### src/hw/rtl/qsv_pkg.sv
package qsv_pkg;

  // Defaults for the top-level parameters.
  localparam int MAX_QUBITS_DEF = 10;
  localparam int AMP_WIDTH_DEF  = 16;

  // Fixed field widths and number formats.
  localparam int FRAC_BITS = 14;
  localparam int COEF_W    = 16;
  localparam int ADDR_W    = 10;
  localparam int QUBIT_W   = 4;
  localparam int QN_W      = 5;
  localparam logic [QUBIT_W-1:0] QC_RESET = 4'd10;

  // Command codes.
  localparam logic [1:0] CMD_WRITE = 2'd0;
  localparam logic [1:0] CMD_READ  = 2'd1;
  localparam logic [1:0] CMD_GATE  = 2'd2;
  localparam logic [1:0] CMD_CNOT  = 2'd3;

  // Status codes.
  localparam logic [1:0] ST_OK    = 2'd0;
  localparam logic [1:0] ST_QUBIT = 2'd1;
  localparam logic [1:0] ST_CTRL  = 2'd2;
  localparam logic [1:0] ST_ADDR  = 2'd3;

  // Read address select.
  localparam logic [1:0] RD_ADDR = 2'd0;
  localparam logic [1:0] RD_LO   = 2'd1;
  localparam logic [1:0] RD_HI   = 2'd2;

  // Write address and data select.
  localparam logic [1:0] WR_CLEAR = 2'd0;
  localparam logic [1:0] WR_ITEM  = 2'd1;
  localparam logic [1:0] WR_LO    = 2'd2;
  localparam logic [1:0] WR_HI    = 2'd3;

  // Commands from the controller to the datapath.
  typedef struct packed {
    logic       load_item;
    logic       clr_k;
    logic       inc_k;
    logic       rd_en;
    logic [1:0] rd_sel;
    logic       cap0;
    logic       cap1;
    logic       mul_en;
    logic       sum_en;
    logic       wr_en;
    logic [1:0] wr_sel;
    logic       out_load;
  } qsv_cmd_t;

  // Status from the datapath to the controller.
  typedef struct packed {
    logic [1:0] cmd;
    logic       err;
    logic       skip;
    logic       last;
    logic       k_full;
  } qsv_stat_t;

endpackage

### src/hw/rtl/qsv_ctrl.sv
module qsv_ctrl import qsv_pkg::*; (
  input  logic      clk,
  input  logic      rst_n,
  input  logic      in_valid,
  output logic      in_ready,
  output logic      out_valid,
  input  logic      out_ready,
  input  qsv_stat_t stat,
  output qsv_cmd_t  cmd
);

  localparam logic [3:0] S_CLEAR = 4'd0;
  localparam logic [3:0] S_IDLE  = 4'd1;
  localparam logic [3:0] S_CHECK = 4'd2;
  localparam logic [3:0] S_WRA   = 4'd3;
  localparam logic [3:0] S_RRD   = 4'd4;
  localparam logic [3:0] S_RCAP  = 4'd5;
  localparam logic [3:0] S_PRD0  = 4'd6;
  localparam logic [3:0] S_PRD1  = 4'd7;
  localparam logic [3:0] S_PCAP  = 4'd8;
  localparam logic [3:0] S_MUL   = 4'd9;
  localparam logic [3:0] S_SUM   = 4'd10;
  localparam logic [3:0] S_PWR0  = 4'd11;
  localparam logic [3:0] S_PWR1  = 4'd12;
  localparam logic [3:0] S_NEXT  = 4'd13;
  localparam logic [3:0] S_DONE  = 4'd14;

  logic [3:0] state_r, state_nxt;
  logic       out_valid_r, out_valid_nxt;

  assign in_ready  = state_r == S_IDLE;
  assign out_valid = out_valid_r;

  // Sequencer for the clear sweep, single accesses and the pair loop.
  always_comb begin
    state_nxt = state_r;
    cmd       = '0;
    case (state_r)
      S_CLEAR: begin
        cmd.wr_en  = 1'b1;
        cmd.wr_sel = WR_CLEAR;
        cmd.inc_k  = 1'b1;
        if (stat.k_full) begin
          state_nxt = S_IDLE;
        end
      end
      S_IDLE: begin
        if (in_valid) begin
          cmd.load_item = 1'b1;
          state_nxt     = S_CHECK;
        end
      end
      S_CHECK: begin
        cmd.clr_k = 1'b1;
        if (stat.err) begin
          state_nxt = S_DONE;
        end else begin
          case (stat.cmd)
            CMD_WRITE: state_nxt = S_WRA;
            CMD_READ:  state_nxt = S_RRD;
            default:   state_nxt = S_PRD0;
          endcase
        end
      end
      S_WRA: begin
        cmd.wr_en  = 1'b1;
        cmd.wr_sel = WR_ITEM;
        state_nxt  = S_DONE;
      end
      S_RRD: begin
        cmd.rd_en  = 1'b1;
        cmd.rd_sel = RD_ADDR;
        state_nxt  = S_RCAP;
      end
      S_RCAP: begin
        cmd.cap0  = 1'b1;
        state_nxt = S_DONE;
      end
      S_PRD0: begin
        if (stat.skip) begin
          state_nxt = S_NEXT;
        end else begin
          cmd.rd_en  = 1'b1;
          cmd.rd_sel = RD_LO;
          state_nxt  = S_PRD1;
        end
      end
      S_PRD1: begin
        cmd.rd_en  = 1'b1;
        cmd.rd_sel = RD_HI;
        cmd.cap0   = 1'b1;
        state_nxt  = S_PCAP;
      end
      S_PCAP: begin
        cmd.cap1  = 1'b1;
        state_nxt = (stat.cmd == CMD_GATE) ? S_MUL : S_PWR0;
      end
      S_MUL: begin
        cmd.mul_en = 1'b1;
        state_nxt  = S_SUM;
      end
      S_SUM: begin
        cmd.sum_en = 1'b1;
        state_nxt  = S_PWR0;
      end
      S_PWR0: begin
        cmd.wr_en  = 1'b1;
        cmd.wr_sel = WR_LO;
        state_nxt  = S_PWR1;
      end
      S_PWR1: begin
        cmd.wr_en  = 1'b1;
        cmd.wr_sel = WR_HI;
        state_nxt  = S_NEXT;
      end
      S_NEXT: begin
        if (stat.last) begin
          state_nxt = S_DONE;
        end else begin
          cmd.inc_k = 1'b1;
          state_nxt = S_PRD0;
        end
      end
      S_DONE: begin
        if (!out_valid_r || out_ready) begin
          cmd.out_load = 1'b1;
          state_nxt    = S_IDLE;
        end
      end
      default: state_nxt = S_IDLE;
    endcase
  end

  // Result word held until the receiver takes it.
  always_comb begin
    if (cmd.out_load) begin
      out_valid_nxt = 1'b1;
    end else if (out_ready) begin
      out_valid_nxt = 1'b0;
    end else begin
      out_valid_nxt = out_valid_r;
    end
  end

  always_ff @(posedge clk) begin
    if (!rst_n) begin
      state_r     <= S_CLEAR;
      out_valid_r <= 1'b0;
    end else begin
      state_r     <= state_nxt;
      out_valid_r <= out_valid_nxt;
    end
  end

`ifndef SYNTHESIS
  a_load_sets_valid: assert property (@(posedge clk) disable iff (!rst_n)
    cmd.out_load |=> out_valid_r)
    else $error("result word not presented after load");
  a_accept_to_check: assert property (@(posedge clk) disable iff (!rst_n)
    in_valid && in_ready |=> state_r == S_CHECK)
    else $error("accepted word not checked");
  a_err_to_done: assert property (@(posedge clk) disable iff (!rst_n)
    (state_r == S_CHECK) && stat.err |=> state_r == S_DONE)
    else $error("failed command touched the store");
  a_mul_then_sum: assert property (@(posedge clk) disable iff (!rst_n)
    cmd.mul_en |=> cmd.sum_en)
    else $error("products not summed");
`endif

endmodule

### config.mk
export PLATFORM = sky130hd
export DESIGN_NAME = qsv_ctrl
export DESIGN_NICKNAME = d
export VERILOG_FILES = /design/src/hw/rtl/qsv_pkg.sv /design/src/hw/rtl/qsv_ctrl.sv
export SDC_FILE = /design/constraint.sdc
export NUM_CORES = 1
export LEC_CHECK = 0
export ABC_AREA = 0
export BUFFER_PORTS_ARGS = -buffer_cell sky130_fd_sc_hd__buf_4
export CAP_MARGIN = 20
export CORE_AREA = 2 2 39 41
export CTS_CLUSTER_DIAMETER = 60
export DETAILED_ROUTE_END_ITERATION = 10
export DIE_AREA = 0 0 41 43
export GPL_TIMING_DRIVEN = 1
export PLACE_DENSITY = 0.7
export SYNTH_ARGS = -nofsm -noshare
export SYNTH_HDL_FRONTEND = slang
export SYNTH_SLANG_ARGS = --single-unit
export TNS_END_PERCENT = 30
### constraint.sdc
create_clock -name clk -period 1.44 [get_ports clk]
set_input_delay 0.288 -clock clk [delete_from_list [all_inputs] [get_ports clk]]
set_output_delay 0.288 -clock clk [all_outputs]
set_load 0.005 [all_outputs]
==> impl_metrics.yaml <==
synth:
  synthesis.nets: 88
  synthDistinctLibCells: 31
  synth_compound_area_frac: 0.307
  synth-simple-area-share: 0.381
  synth-adder-area-share: 0
  synth_top_family_by_area: "simple AND/OR/NAND/NOR gates"
  synth-edff-count: 0
  synth.avg_cell_area_um2: 6.69
  async_flop_share: 0
  synthXorXnorAreaFrac: 0
  synth.ff_latch_count: 5
  muxShareOfSynthArea: 0.0192
  yosys_warnings: 0
  synth_ff_type: "dfxtp_1"
  syn_area_um2: 522
  synth-seq-area-share: 0.192
  syn_inst: 78
final_layout:
  multi_input_area_um2: 479
  n_fill_cell: 106
  stdcell_area_mm2: 0.00101
  nets: 129
  regArea_um2: 115
  antenna_cells: 0
  final_layout_size_suffix_gt1_frac: 0.593
  stdcell_count: 134
  final_common_cell: "buf_4"
  final_cell_mix: "buf_4 (36), buf_6 (8), nor2_1 (6)"
  area_growth_pct: 93.3
grt:
  grt_pass1_wl_um: 2660
  antenna_found_initial: 0
  overflow: 0
  grt_pass1_vias: 635
  grt_max_degree: 10
  track_usage: 0.216
timing:
  slew_headroom: 0.772
  timing.final.crit_share: 1.07
  maxSlewViolCount: 0
  tightest_slew_ns: 0.334
  clock_skew_ns: 0.0122
  whs_ns: 0.326
  fin_ws_ns: -0.0939
  hold_violations: 0
  fmax_ghz: 0.652
  fin_crit_ns: 1.53
  finalSetupViolations: 9
  rsz0062_at_grt: "true"
  finalSetupTns_ns: -0.485
place:
  io_buffers: 25
  dp_hpwl_um: 1200
  placed_area_um2: 790
  dp_slack_ns: 0.00744
  placed_cells: 125
  gp_congestion: 0.844
setup_path:
  r2r_start: "state_r[3]"
  reg2reg_to: "state_r[0]"
  arrival_ns: 1.25
  worst_setup_path_end_kind: "output port"
  crit_path_max_fanout: 6
  startpoint_type: "flip-flop"
  rrSetupSlack_ns: 0.10
  worstPathRequired_ns: 1.15
  ff2ff_path_depth: 4
  crit_type: "reg2out"
power_and_ir_drop:
  swShare: 0.353
  pwr-share-seq: 0.244
  combPwrFrac: 0.541
  p_leak_nw: 0.415
  max-vdd-ir-drop_v: 0.000719
  p_clk_frac: 0.215
  switching_power_w: 0.000266
  p_int_w: 0.000487
  power_density_mw_per_mm2: 746
worst_hold_path:
  hold_path_end: "state_r[1]"
  min_path_cells: 3
  hold_class: "in2reg"
  hp-start: "rst_n"
floorplan:
  die_height_um: 43
  io_pins: 26
  initial_utilization: 0.377
  rows: 14
  fp.dieArea_mm2: 0.00176
  fp.dieW_um: 41
  core_area_mm2: 0.00138
drt:
  drc: 0
  first_pass_iters: 4
  wl_um: 2000
  viasPerCell: 5.69
  antenna_left: 0
  avgRoutedWirePerCell_um: 14.9
  via_count: 762
  initialDrtViolationCount: 24
clocking:
  path_clk_slew_ns: 0.05
  cts-htree-levels: 1
  clockBufferDepth: 2
  cts_tree: "built"
  clk_latency_ns: 0.24
  clkSinkCount: 5
  hold_buffers: 0
  cts_buffers: 3
  clockRootBuffer: "clkbuf_4"
status:
  status: "finished, violations left"
  violations: "setup timing"
flow_run:
  max_cap_violations: 0
## cell families after synthesis
kind of cell | after synthesis
DFF | 5
and+or+nand+nor | 37
AOI/OAI and AO/OA | 25
muxes | 1
buffers and inverters | 10
## synth_stat cells (2+ instances only)
| library cell | number | area, um2 |
|---|---|---|
| a211oi_1 | 2 | 15.0 |
| a21boi_1 | 2 | 15.0 |
| a21oi_1 | 5 | 25.0 |
| a31oi_1 | 3 | 18.8 |
| and2_1 | 2 | 12.5 |
| buf_2 | 6 | 30.0 |
| buf_4 | 2 | 15.0 |
| dfxtp_1 | 5 | 100 |
| nand2_1 | 5 | 18.8 |
| nand2b_1 | 6 | 37.5 |
| nand3_1 | 2 | 10.0 |
| nor2_1 | 9 | 33.8 |
| nor3_1 | 4 | 20.0 |
| o211ai_1 | 2 | 15.0 |
| o21ai_0 | 3 | 15.0 |
| o21ai_1 | 2 | 10.0 |
| o22ai_1 | 3 | 18.8 |
| or3_1 | 2 | 12.5 |
## worst max path at each step
stage,to,cells after the start,startpoint
2_1_floorplan,cmd[10],4,state_r[1]
3_3_place_gp,cmd[13],4,state_r[0]
3_5_place_dp,state_r[0],4,state_r[2]
4_1_cts,cmd[11],3,state_r[2]
5_1_grt,cmd[3],5,state_r[3]
6_report,cmd[1],4,state_r[1]
## per-layer routing
layer	share of wire	global-route usage
met1	0.39	0.282
met2	0.55	0.331
met3	0.050	0.0681
met4	0.0040	0.0600
met5	0	0
## metrics by stage
| step | util | power, W |
|---|---|---|
| 2_1_floorplan | - | 0.000326 |
| 3_3_place_gp | 0.571 | 0.000468 |
| 3_5_place_dp | 0.571 | 0.000469 |
| 4_1_cts | 0.657 | 0.000679 |
| 5_1_grt | 0.729 | 0.000808 |
| 6_report | 0.729 | 0.000753 |
## cell type report
| class | instances | area share |
|---|---|---|
| inverter | 2 | 0.00744 |
| tap | 16 | 0.0199 |
| timing repair buffer | 44 | 0.357 |
| sequential | 5 | 0.114 |
| clock buffer | 4 | 0.0261 |
| multi-input combinational | 63 | 0.475 |
## power groups by stage
stage	clock, W	sequential, W	combinational (W)
after floorplan	0	0.000164	0.000162
after global placement	0	0.000180	0.000288
after detailed placement	0	0.000180	0.000289
after CTS	0.000162	0.000176	0.000342
after global routing	0.000188	0.000185	0.000435
final	0.000162	0.000183	0.000407
## worst max-delay path: stages, from the launching register on
cell and delay [ns]:
dfxtp_4 0.37, buf_6 0.14, nand2b_4 0.17, o22ai_2 0.19, buf_4 0.14
## state kept, by name, summed over array words and instances, names as in the netlist
signal,count
state_r,4
out_valid,1
## timing repair
item,CTS,global route
buffers inserted,5,0
pin swaps,2,9
gates resized for setup,16,23
setup endpoints to repair,15,16
endpoints found under the hold margin,0,0
(Power assumes the default switching activity.)
